--- config.mk ---
export PLATFORM = sky130hd
export DESIGN_NAME = layer_alpha_compositor_top_flat
export DESIGN_NICKNAME = d
export VERILOG_FILES = /design/src/hdl/lac_pkg.sv /design/src/hdl/lac_if.sv /design/src/hdl/layer_alpha_compositor_top.sv /design/src/hdl/lac_front.sv /design/src/hdl/lac_queue.sv /design/src/hdl/lac_back.sv /design/src/flat_wrapper.sv
export SDC_FILE = /design/constraint.sdc
export NUM_CORES = 2
export LEC_CHECK = 0
export BUFFER_PORTS_ARGS = -buffer_cell sky130_fd_sc_hd__clkbuf_2
export CAP_MARGIN = 20
export CORE_MARGIN = 1.5
export CORE_UTILIZATION = 64
export CTS_BUF_LIST = sky130_fd_sc_hd__clkbuf_8 sky130_fd_sc_hd__clkbuf_16
export DETAILED_ROUTE_END_ITERATION = 12
export GPL_ROUTABILITY_DRIVEN = 0
export GPL_TIMING_DRIVEN = 0
export HOLD_SLACK_MARGIN = 0.03
export PLACE_DENSITY = 0.86
export SETUP_SLACK_MARGIN = 0.1
export SLEW_MARGIN = 20
export SYNTH_ARGS = -nofsm -noshare
export SYNTH_HDL_FRONTEND = slang
export SYNTH_SLANG_ARGS = --single-unit
--- constraint.sdc ---
create_clock -name clk -period 10.7 [get_ports clk]
set_clock_uncertainty 0.05 [all_clocks]
set_input_delay 1.07 -clock clk [delete_from_list [all_inputs] [get_ports clk]]
set_output_delay 1.07 -clock clk [all_outputs]
set_load 0.03 [all_outputs]
--- src/hdl/lac_pkg.sv ---
package lac_pkg;

	localparam int COORD_BITS_DEF = 12;
	localparam int PITCH_W        = 13;
	localparam int ADDR_W         = 24;
	localparam int RGB_W          = 24;
	localparam int COLOR_W        = 32;
	localparam int QUEUE_DEPTH    = 2;
	localparam logic [PITCH_W-1:0] PITCH_RESET = 13'd800;
	localparam logic [7:0] CHAN_MAX = 8'hff;

	typedef struct packed {
		logic empty;
		logic full;
	} q_stat_t;

	// floor(v / 255), exact for v up to 255 * 255
	function automatic logic [7:0] div255(input logic [15:0] v);
		logic [16:0] t;
		t = {1'b0, v} + {9'd0, v[15:8]} + 17'd1;
		return t[15:8];
	endfunction

	function automatic logic [7:0] blend_channel(input logic [7:0] src, input logic [7:0] alpha,
			input logic [7:0] acc);
		logic [15:0] p_src;
		logic [15:0] p_acc;
		logic [8:0]  sum;
		p_src = src * alpha;
		p_acc = acc * (CHAN_MAX - alpha);
		sum   = {1'b0, div255(p_src)} + {1'b0, div255(p_acc)};
		return sum[7:0];
	endfunction

endpackage

--- src/hdl/lac_if.sv ---
interface lac_pix_if import lac_pkg::*; #(
	parameter int COORD_BITS = COORD_BITS_DEF
);
	logic                  valid;
	logic                  ready;
	logic [COORD_BITS-1:0] pixel_x;
	logic [COORD_BITS-1:0] pixel_y;
	logic [COORD_BITS-1:0] layer_offset_x;
	logic [COORD_BITS-1:0] layer_offset_y;
	logic [COORD_BITS:0]   layer_length;
	logic [COORD_BITS:0]   layer_height;
	logic [COLOR_W-1:0]    layer_color;
	logic                  layer_visible;
	logic                  last_layer;

	modport source (
		output valid, pixel_x, pixel_y, layer_offset_x, layer_offset_y,
		       layer_length, layer_height, layer_color, layer_visible, last_layer,
		input  ready
	);
	modport sink (
		input  valid, pixel_x, pixel_y, layer_offset_x, layer_offset_y,
		       layer_length, layer_height, layer_color, layer_visible, last_layer,
		output ready
	);
endinterface

interface lac_res_if import lac_pkg::*; ();
	logic              valid;
	logic              ready;
	logic [ADDR_W-1:0] fb_address;
	logic [RGB_W-1:0]  rgb_color;

	modport source (output valid, fb_address, rgb_color, input ready);
	modport sink   (input valid, fb_address, rgb_color, output ready);
endinterface

--- src/hdl/layer_alpha_compositor_top.sv ---
// Layer alpha compositor. One layer sample per transaction, bottom layer first; the
// transaction flagged last_layer closes the pixel and yields one result (packed RGB and
// framebuffer address pixel_y*pitch+pixel_x, mod 2^24). Sustained rate is one sample per
// clock unless a last sample waits for the sink to take the prior result; blend and address
// math is combinational. Samples enter a two-entry queue and the result sits in an output
// register, so the queue keeps taking samples while a result waits and input stalls only
// once the queue fills; out_ch.valid rises at the edge that pops the last sample. The user
// writes screen_pitch through cfg_we/cfg_wdata only while the block is idle; not enforced.
module layer_alpha_compositor_top import lac_pkg::*; #(
	parameter int COORD_BITS = COORD_BITS_DEF
) (
	input  logic               clk,
	input  logic               arst_n,
	input  logic               cfg_we,
	input  logic [PITCH_W-1:0] cfg_wdata,
	lac_pix_if.sink            in_ch,
	lac_res_if.source          out_ch
);

	localparam int ENTRY_W = 2 * COORD_BITS + COLOR_W + 1;

	q_stat_t               q_stat;
	logic                  push;
	logic                  pop;
	logic [COORD_BITS-1:0] f_px;
	logic [COORD_BITS-1:0] f_py;
	logic [COLOR_W-1:0]    f_color;
	logic                  f_last;
	logic [ENTRY_W-1:0]    q_rdata;

	lac_front #(.COORD_BITS(COORD_BITS)) u_front (
		.in_ch  (in_ch),
		.q_stat (q_stat),
		.push   (push),
		.px     (f_px),
		.py     (f_py),
		.color  (f_color),
		.last   (f_last)
	);

	lac_queue #(.DATA_W(ENTRY_W), .DEPTH(QUEUE_DEPTH)) u_queue (
		.clk    (clk),
		.arst_n (arst_n),
		.push   (push),
		.wdata  ({f_px, f_py, f_color, f_last}),
		.pop    (pop),
		.rdata  (q_rdata),
		.q_stat (q_stat)
	);

	lac_back #(.COORD_BITS(COORD_BITS)) u_back (
		.clk       (clk),
		.arst_n    (arst_n),
		.cfg_we    (cfg_we),
		.cfg_wdata (cfg_wdata),
		.q_stat    (q_stat),
		.px        (q_rdata[ENTRY_W-1 -: COORD_BITS]),
		.py        (q_rdata[COLOR_W+COORD_BITS -: COORD_BITS]),
		.color     (q_rdata[COLOR_W:1]),
		.last      (q_rdata[0]),
		.pop       (pop),
		.out_ch    (out_ch)
	);

endmodule

--- src/hdl/lac_front.sv ---
module lac_front import lac_pkg::*; #(
	parameter int COORD_BITS = COORD_BITS_DEF
) (
	lac_pix_if.sink               in_ch,
	input  q_stat_t               q_stat,
	output logic                  push,
	output logic [COORD_BITS-1:0] px,
	output logic [COORD_BITS-1:0] py,
	output logic [COLOR_W-1:0]    color,
	output logic                  last
);

	logic [COORD_BITS:0] dx;
	logic [COORD_BITS:0] dy;
	logic                in_x;
	logic                in_y;
	logic                blend;

	assign dx = {1'b0, in_ch.pixel_x} - {1'b0, in_ch.layer_offset_x};
	assign dy = {1'b0, in_ch.pixel_y} - {1'b0, in_ch.layer_offset_y};
	assign in_x = !dx[COORD_BITS] && ({1'b0, dx[COORD_BITS-1:0]} < in_ch.layer_length);
	assign in_y = !dy[COORD_BITS] && ({1'b0, dy[COORD_BITS-1:0]} < in_ch.layer_height);
	assign blend = in_ch.layer_visible && in_x && in_y;

	assign in_ch.ready = !q_stat.full;
	assign push  = in_ch.valid && in_ch.ready;
	assign px    = in_ch.pixel_x;
	assign py    = in_ch.pixel_y;
	// a layer that does not blend goes through with zero alpha, which keeps the accumulator
	assign color = {blend ? in_ch.layer_color[31:24] : 8'd0, in_ch.layer_color[23:0]};
	assign last  = in_ch.last_layer;

endmodule

--- src/hdl/lac_queue.sv ---
module lac_queue import lac_pkg::*; #(
	parameter int DATA_W = 8,
	parameter int DEPTH  = QUEUE_DEPTH
) (
	input  logic              clk,
	input  logic              arst_n,
	input  logic              push,
	input  logic [DATA_W-1:0] wdata,
	input  logic              pop,
	output logic [DATA_W-1:0] rdata,
	output q_stat_t           q_stat
);

	localparam int PTR_W = (DEPTH > 1) ? $clog2(DEPTH) : 1;
	localparam int CNT_W = $clog2(DEPTH + 1);

	logic [DATA_W-1:0] mem_q [DEPTH];
	logic [PTR_W-1:0]  wr_ptr_q;
	logic [PTR_W-1:0]  rd_ptr_q;
	logic [CNT_W-1:0]  count_q;

	function automatic logic [PTR_W-1:0] ptr_inc(input logic [PTR_W-1:0] p);
		return (p == PTR_W'(DEPTH - 1)) ? '0 : p + PTR_W'(1);
	endfunction

	always_ff @(posedge clk) begin
		if (push) begin
			mem_q[wr_ptr_q] <= wdata;
		end
	end

	always_ff @(posedge clk or negedge arst_n) begin
		if (!arst_n) begin
			wr_ptr_q <= '0;
			rd_ptr_q <= '0;
			count_q  <= '0;
		end else begin
			if (push) begin
				wr_ptr_q <= ptr_inc(wr_ptr_q);
			end
			if (pop) begin
				rd_ptr_q <= ptr_inc(rd_ptr_q);
			end
			if (push && !pop) begin
				count_q <= count_q + CNT_W'(1);
			end else if (pop && !push) begin
				count_q <= count_q - CNT_W'(1);
			end
		end
	end

	assign rdata        = mem_q[rd_ptr_q];
	assign q_stat.empty = (count_q == '0);
	assign q_stat.full  = (count_q == CNT_W'(DEPTH));

	a_no_overflow: assert property (@(posedge clk) disable iff (!arst_n)
		!(push && q_stat.full))
		else $error("queue written while full");

	a_count_bound: assert property (@(posedge clk) disable iff (!arst_n)
		count_q <= CNT_W'(DEPTH))
		else $error("queue count beyond depth");

endmodule

--- src/hdl/lac_back.sv ---
module lac_back import lac_pkg::*; #(
	parameter int COORD_BITS = COORD_BITS_DEF
) (
	input  logic                  clk,
	input  logic                  arst_n,
	input  logic                  cfg_we,
	input  logic [PITCH_W-1:0]    cfg_wdata,
	input  q_stat_t               q_stat,
	input  logic [COORD_BITS-1:0] px,
	input  logic [COORD_BITS-1:0] py,
	input  logic [COLOR_W-1:0]    color,
	input  logic                  last,
	output logic                  pop,
	lac_res_if.source             out_ch
);

	localparam int PROD_W = COORD_BITS + PITCH_W;
	localparam int AW     = (PROD_W + 1 > ADDR_W) ? PROD_W + 1 : ADDR_W;

	logic [PITCH_W-1:0] pitch_q;
	logic [7:0]         acc_r_q;
	logic [7:0]         acc_g_q;
	logic [7:0]         acc_b_q;
	logic               out_valid_q;
	logic [ADDR_W-1:0]  fb_q;
	logic [RGB_W-1:0]   rgb_q;
	logic [7:0]         r_n;
	logic [7:0]         g_n;
	logic [7:0]         b_n;
	logic [AW-1:0]      addr_full;

	assign r_n = blend_channel(color[23:16], color[31:24], acc_r_q);
	assign g_n = blend_channel(color[15:8], color[31:24], acc_g_q);
	assign b_n = blend_channel(color[7:0], color[31:24], acc_b_q);

	assign addr_full = AW'(py) * AW'(pitch_q) + AW'(px);

	// a layer that is not last needs no room in the output register
	assign pop = !q_stat.empty && (!last || !out_valid_q || out_ch.ready);

	always_ff @(posedge clk or negedge arst_n) begin
		if (!arst_n) begin
			pitch_q     <= PITCH_RESET;
			acc_r_q     <= '0;
			acc_g_q     <= '0;
			acc_b_q     <= '0;
			out_valid_q <= 1'b0;
		end else begin
			if (cfg_we) begin
				pitch_q <= cfg_wdata;
			end
			if (pop && last) begin
				acc_r_q <= '0;
				acc_g_q <= '0;
				acc_b_q <= '0;
			end else if (pop) begin
				acc_r_q <= r_n;
				acc_g_q <= g_n;
				acc_b_q <= b_n;
			end
			if (pop && last) begin
				out_valid_q <= 1'b1;
			end else if (out_ch.ready) begin
				out_valid_q <= 1'b0;
			end
		end
	end

	always_ff @(posedge clk) begin
		if (pop && last) begin
			fb_q  <= addr_full[ADDR_W-1:0];
			rgb_q <= {r_n, g_n, b_n};
		end
	end

	assign out_ch.valid      = out_valid_q;
	assign out_ch.fb_address = fb_q;
	assign out_ch.rgb_color  = rgb_q;

	a_pop_nonempty: assert property (@(posedge clk) disable iff (!arst_n)
		pop |-> !q_stat.empty)
		else $error("pop from empty queue");

	a_last_clears: assert property (@(posedge clk) disable iff (!arst_n)
		pop && last |=> acc_r_q == '0 && acc_g_q == '0 && acc_b_q == '0)
		else $error("accumulator not cleared after last layer");

	a_last_emits: assert property (@(posedge clk) disable iff (!arst_n)
		pop && last |=> out_valid_q)
		else $error("last layer produced no result");

endmodule

--- src/flat_wrapper.sv ---
// flat-port wrapper written by rule: the top's interface ports become plain ports
module layer_alpha_compositor_top_flat import lac_pkg::*;
#(
	parameter int COORD_BITS = COORD_BITS_DEF
)
  (clk, arst_n, cfg_we, cfg_wdata, in_ch_valid, in_ch_pixel_x, in_ch_pixel_y, in_ch_layer_offset_x, in_ch_layer_offset_y, in_ch_layer_length, in_ch_layer_height, in_ch_layer_color, in_ch_layer_visible, in_ch_last_layer, in_ch_ready, out_ch_valid, out_ch_fb_address, out_ch_rgb_color, out_ch_ready);
  lac_pix_if #(.COORD_BITS(COORD_BITS)) in_ch_i ();
  lac_res_if out_ch_i ();
  input  logic clk;
  input  logic arst_n;
  input  logic cfg_we;
  input  logic [PITCH_W-1:0] cfg_wdata;
  input wire logic [$bits(in_ch_i.valid)-1:0] in_ch_valid;
  input wire logic [$bits(in_ch_i.pixel_x)-1:0] in_ch_pixel_x;
  input wire logic [$bits(in_ch_i.pixel_y)-1:0] in_ch_pixel_y;
  input wire logic [$bits(in_ch_i.layer_offset_x)-1:0] in_ch_layer_offset_x;
  input wire logic [$bits(in_ch_i.layer_offset_y)-1:0] in_ch_layer_offset_y;
  input wire logic [$bits(in_ch_i.layer_length)-1:0] in_ch_layer_length;
  input wire logic [$bits(in_ch_i.layer_height)-1:0] in_ch_layer_height;
  input wire logic [$bits(in_ch_i.layer_color)-1:0] in_ch_layer_color;
  input wire logic [$bits(in_ch_i.layer_visible)-1:0] in_ch_layer_visible;
  input wire logic [$bits(in_ch_i.last_layer)-1:0] in_ch_last_layer;
  output wire logic [$bits(in_ch_i.ready)-1:0] in_ch_ready;
  output wire logic [$bits(out_ch_i.valid)-1:0] out_ch_valid;
  output wire logic [$bits(out_ch_i.fb_address)-1:0] out_ch_fb_address;
  output wire logic [$bits(out_ch_i.rgb_color)-1:0] out_ch_rgb_color;
  input wire logic [$bits(out_ch_i.ready)-1:0] out_ch_ready;
  assign in_ch_i.valid = in_ch_valid;
  assign in_ch_i.pixel_x = in_ch_pixel_x;
  assign in_ch_i.pixel_y = in_ch_pixel_y;
  assign in_ch_i.layer_offset_x = in_ch_layer_offset_x;
  assign in_ch_i.layer_offset_y = in_ch_layer_offset_y;
  assign in_ch_i.layer_length = in_ch_layer_length;
  assign in_ch_i.layer_height = in_ch_layer_height;
  assign in_ch_i.layer_color = in_ch_layer_color;
  assign in_ch_i.layer_visible = in_ch_layer_visible;
  assign in_ch_i.last_layer = in_ch_last_layer;
  assign in_ch_ready = in_ch_i.ready;
  assign out_ch_valid = out_ch_i.valid;
  assign out_ch_fb_address = out_ch_i.fb_address;
  assign out_ch_rgb_color = out_ch_i.rgb_color;
  assign out_ch_i.ready = out_ch_ready;
  layer_alpha_compositor_top #(.COORD_BITS(COORD_BITS)) u_core (.clk(clk), .arst_n(arst_n), .cfg_we(cfg_we), .cfg_wdata(cfg_wdata), .in_ch(in_ch_i), .out_ch(out_ch_i));
endmodule
==> summary.md <==
| Metric | Value |
|---|---|
| Aggregate global routing overflow | 0 |
| Placed instance area | 30930 um2 |
| Area of the mapped netlist | between 20000 and 30000 um2 |
| Post-synthesis sequential area ratio | 0.2031 |
| Worst-Margin Slew | between 1 and 1.5 ns |
| Chip width | around 220 um |
| Worst min path class | reg2reg |
| R2R depth | 35 |
| Die Area | 46830 um2 |
| Worst Hold End | u_core.u_back.pitch_q[6] |
| Net Count, Synth | between 3000 and 4000 |
| TritonCTS clock tree | yes |
| Slew Viols, Final | 0 |
| Commonest non-fill, non-tap cells in the layout | inv_1 (558), ha_1 (387), fa_1 (342) |
| HP Start | u_core.u_back.pitch_q[6] |
| Root buffer cell | clkbuf_16 |
| Initial antenna violation count | 4 |
| Async set or reset register ratio after synthesis | 0.2059 |
| Via/cell ratio | a little under 6 |
| Largest net degree at the start of global routing | 55 |
| Number of global-route vias before repair | 24264 |
| Clk sinks | 204 |
| Multi-input gate area | ~21000 um2 |
| Post-CTS Hold Fix Bufs | 0 |
| Cts bufs inserted | 24 |
| R2R setup slack | ~0.37 ns |
| Clock-pin transition on the worst setup and hold timing paths | ~0.070 ns |
| Global Route Usage Sum | 0.3221 |
| Tcrit/Tclk final | 0.9651 |
| Post-detail-place hpwl | 59250 um |
| Drt first pass iters | 6 |
| DRT antenna net count | 0 |
| DR WL/cell | 19.25 um |
| Clock buffer depth | 3 |
| Final min period | between 10 and 15 ns |
| Die H | 216.4 um |
| Fmax achieved | slightly below 100 MHz |
| RR Startpoint | u_core.u_queue.rd_ptr_q |
| CP dominant cell by count | a21oi_1 |
| Rows | 78 |
| # setup viols final | 0 |
| Vias post-DR | roughly 23000 |
| Prevailing post-synth register cell | edfxtp_1 |
| MaxCap Viol Count | 0 |
| Crit path DAT | 10.65 ns |
| Postcts setup bufs | 0 |
| Clk_lat worst skew | 0.58 ns |
| Startpoint type of the worst setup path | register |
| DRT iter0 DRCs | ~1800 |
| First-pass GRT wire length | ~120000 um |
| CP required | approximately 11 ns |
| FF-to-FF End | u_core.u_back.out_ch.rgb_color[23] |
| Initial Utilization | 0.6450 |
| Register Area | 5919 um2 |
| Slowest stage delay, CP | around 0.56 ns |
| Mean Syn Cell Area | 9.559 um2 |
| WL final | around 75000 um |
| Hold depth | 1 |
| Layout cells sized above 1 | 0.1073 |
| CP Capture Type | register |
| Io pins | 176 |
| Fillers | 3139 |
| Slew headroom | 0.2974 |
| H-tree Lvls | 1 |
| Status | complete, no violations |
| Critical path peak fanout | 17 |
| Non-filler instance count after layout | 3872 |
| Core area | between 40000 and 50000 um2 |
| RSZ-0062 raised after global routing | true |
| Placed Instances | ~3800 |
| Flops & latches, synth | between 200 and 250 |
| Crit Path Class | reg2reg |
| CP max-delay cell | fa_1 |
| Warnings from Yosys | 0 |
| Design Area, Final | between 30000 and 40000 um2 |
| I/O Buffers | 175 |
| Final Hold Vio Count | 0 |
| Most common cell after layout, fill and taps aside | inv_1 |
| Area delta synth->final | 9.551% |
| Post-synthesis cell type count | slightly below 80 |
| Drt drc | 0 |
| Mapped Cells | between 3000 and 4000 |
| Nets | between 4000 and 5000 |
| EDFF count, synth | ~160 |
logic make-up after synthesis:
group / synth area share
muxes: 0.02657
and+or+nand+nor: 0.1455
adders and majority gates: 0.4024
xor gates and xnor gates: 0.05435
DFF: 0.2031
AOI/OAI and AO/OA: 0.08500
buffers and inverters: 0.08311
Yosys cell counts, drive strengths merged, types with 24 or more instances:
library cell	instances	area, um2
or2	38	237.7
nor2b	51	319.1
o21ai	73	365.4
ha	387	4842
nand3	25	125.1
a21oi	87	435.4
mux2	33	371.6
nand2	215	807.0
dfrtp	39	975.9
fa	342	6847
nor2	228	855.8
o21a	29	217.7
xor2	48	420.4
nand2b	24	150.1
clkbuf	74	277.8
mux2i	38	380.4
nor3	28	140.1
edfxtp	162	4865
xnor2	120	1051
inv	558	2095
and2	176	1101
a21o	35	262.8
registers in the layout, summed over array words and instances, names as in the netlist:
register / flops
u_core.u_queue.wr_ptr_q: 1
u_core.u_back.out_ch.rgb_color: 24
u_core.u_back.acc_b_q: 8
u_core.u_queue.rd_ptr_q: 1
u_core.u_back.out_ch.fb_address: 24
u_core.u_back.pitch_q: 13
u_core.u_queue.mem_q: 114
u_core.u_back.out_ch.valid: 1
u_core.u_back.acc_g_q: 8
u_core.u_back.acc_r_q: 8
u_core.u_queue.count_q: 2
worst max-delay path by stage:
stage	start	to	slack, ns	cells after the start
after floorplan	u_core.u_queue.rd_ptr_q	u_core.u_back.acc_r_q[7]	1.56	39
after global placement	u_core.u_queue.rd_ptr_q	u_core.u_back.acc_g_q[7]	-0.16	39
after detailed placement	u_core.u_queue.rd_ptr_q	u_core.u_back.acc_g_q[7]	-0.42	37
after CTS	u_core.u_queue.rd_ptr_q	u_core.u_back.out_ch.rgb_color[23]	0.25	37
after global routing	u_core.u_queue.rd_ptr_q	u_core.u_back.out_ch.rgb_color[23]	0.05	34
final	u_core.u_queue.rd_ptr_q	u_core.u_back.out_ch.rgb_color[23]	0.37	35
repair_timing:
action,4_1_cts,5_1_grt
endpoints found under the setup margin,12,6
hold endpoints to repair,0,0
resized for setup,23,29
critical path, delay by kind of cell, from the launching register on:
kind	cells	cell delay (ns)
compound gates	12	2.36
flops	1	0.33
buf+inv	5	1.24
mux	1	0.55
fa+ha+maj	7	2.83
simple gates	5	1.29
xor+xnor	5	1.43
layer usage:
metal | vias to the layer above | global-route usage | wire (um)
met4 | 6 | 0.1620 | 4434
met1 | 10988 | 0.3761 | 26940
met2 | 1228 | 0.5629 | 36440
met3 | 314 | 0.06568 | 6687
met5 | - | 0 | 37
li1 | 10321 | - | -
metrics by stage:
stage	hold slack, ns	worst slack, ns	setup TNS, ns	utilization
finish	0.4991	0.3731	0	0.7067
CTS	0.5024	0.2504	0	0.7051
global placement	0.4259	-0.1563	-0.4918	0.6810
detailed placement	0.4867	-0.4163	-1.774	0.6846
global route	0.5246	0.04611	0	0.7066
floorplan	0.4108	1.564	0	-
layout make-up:
type	instances	area share
antenna	1	0.00007837
buffer	85	0.01156
clock buffer	24	0.01881
clock inverter	20	0.008621
inverter	558	0.06560
multi-input combinational	2200	0.6549
sequential	204	0.1854
tap	600	0.02351
timing repair buffer	180	0.03158
Power is left out: the tool's default activity adds up to more than one toggle a clock period on the data nets, which glitch-free logic cannot reach.
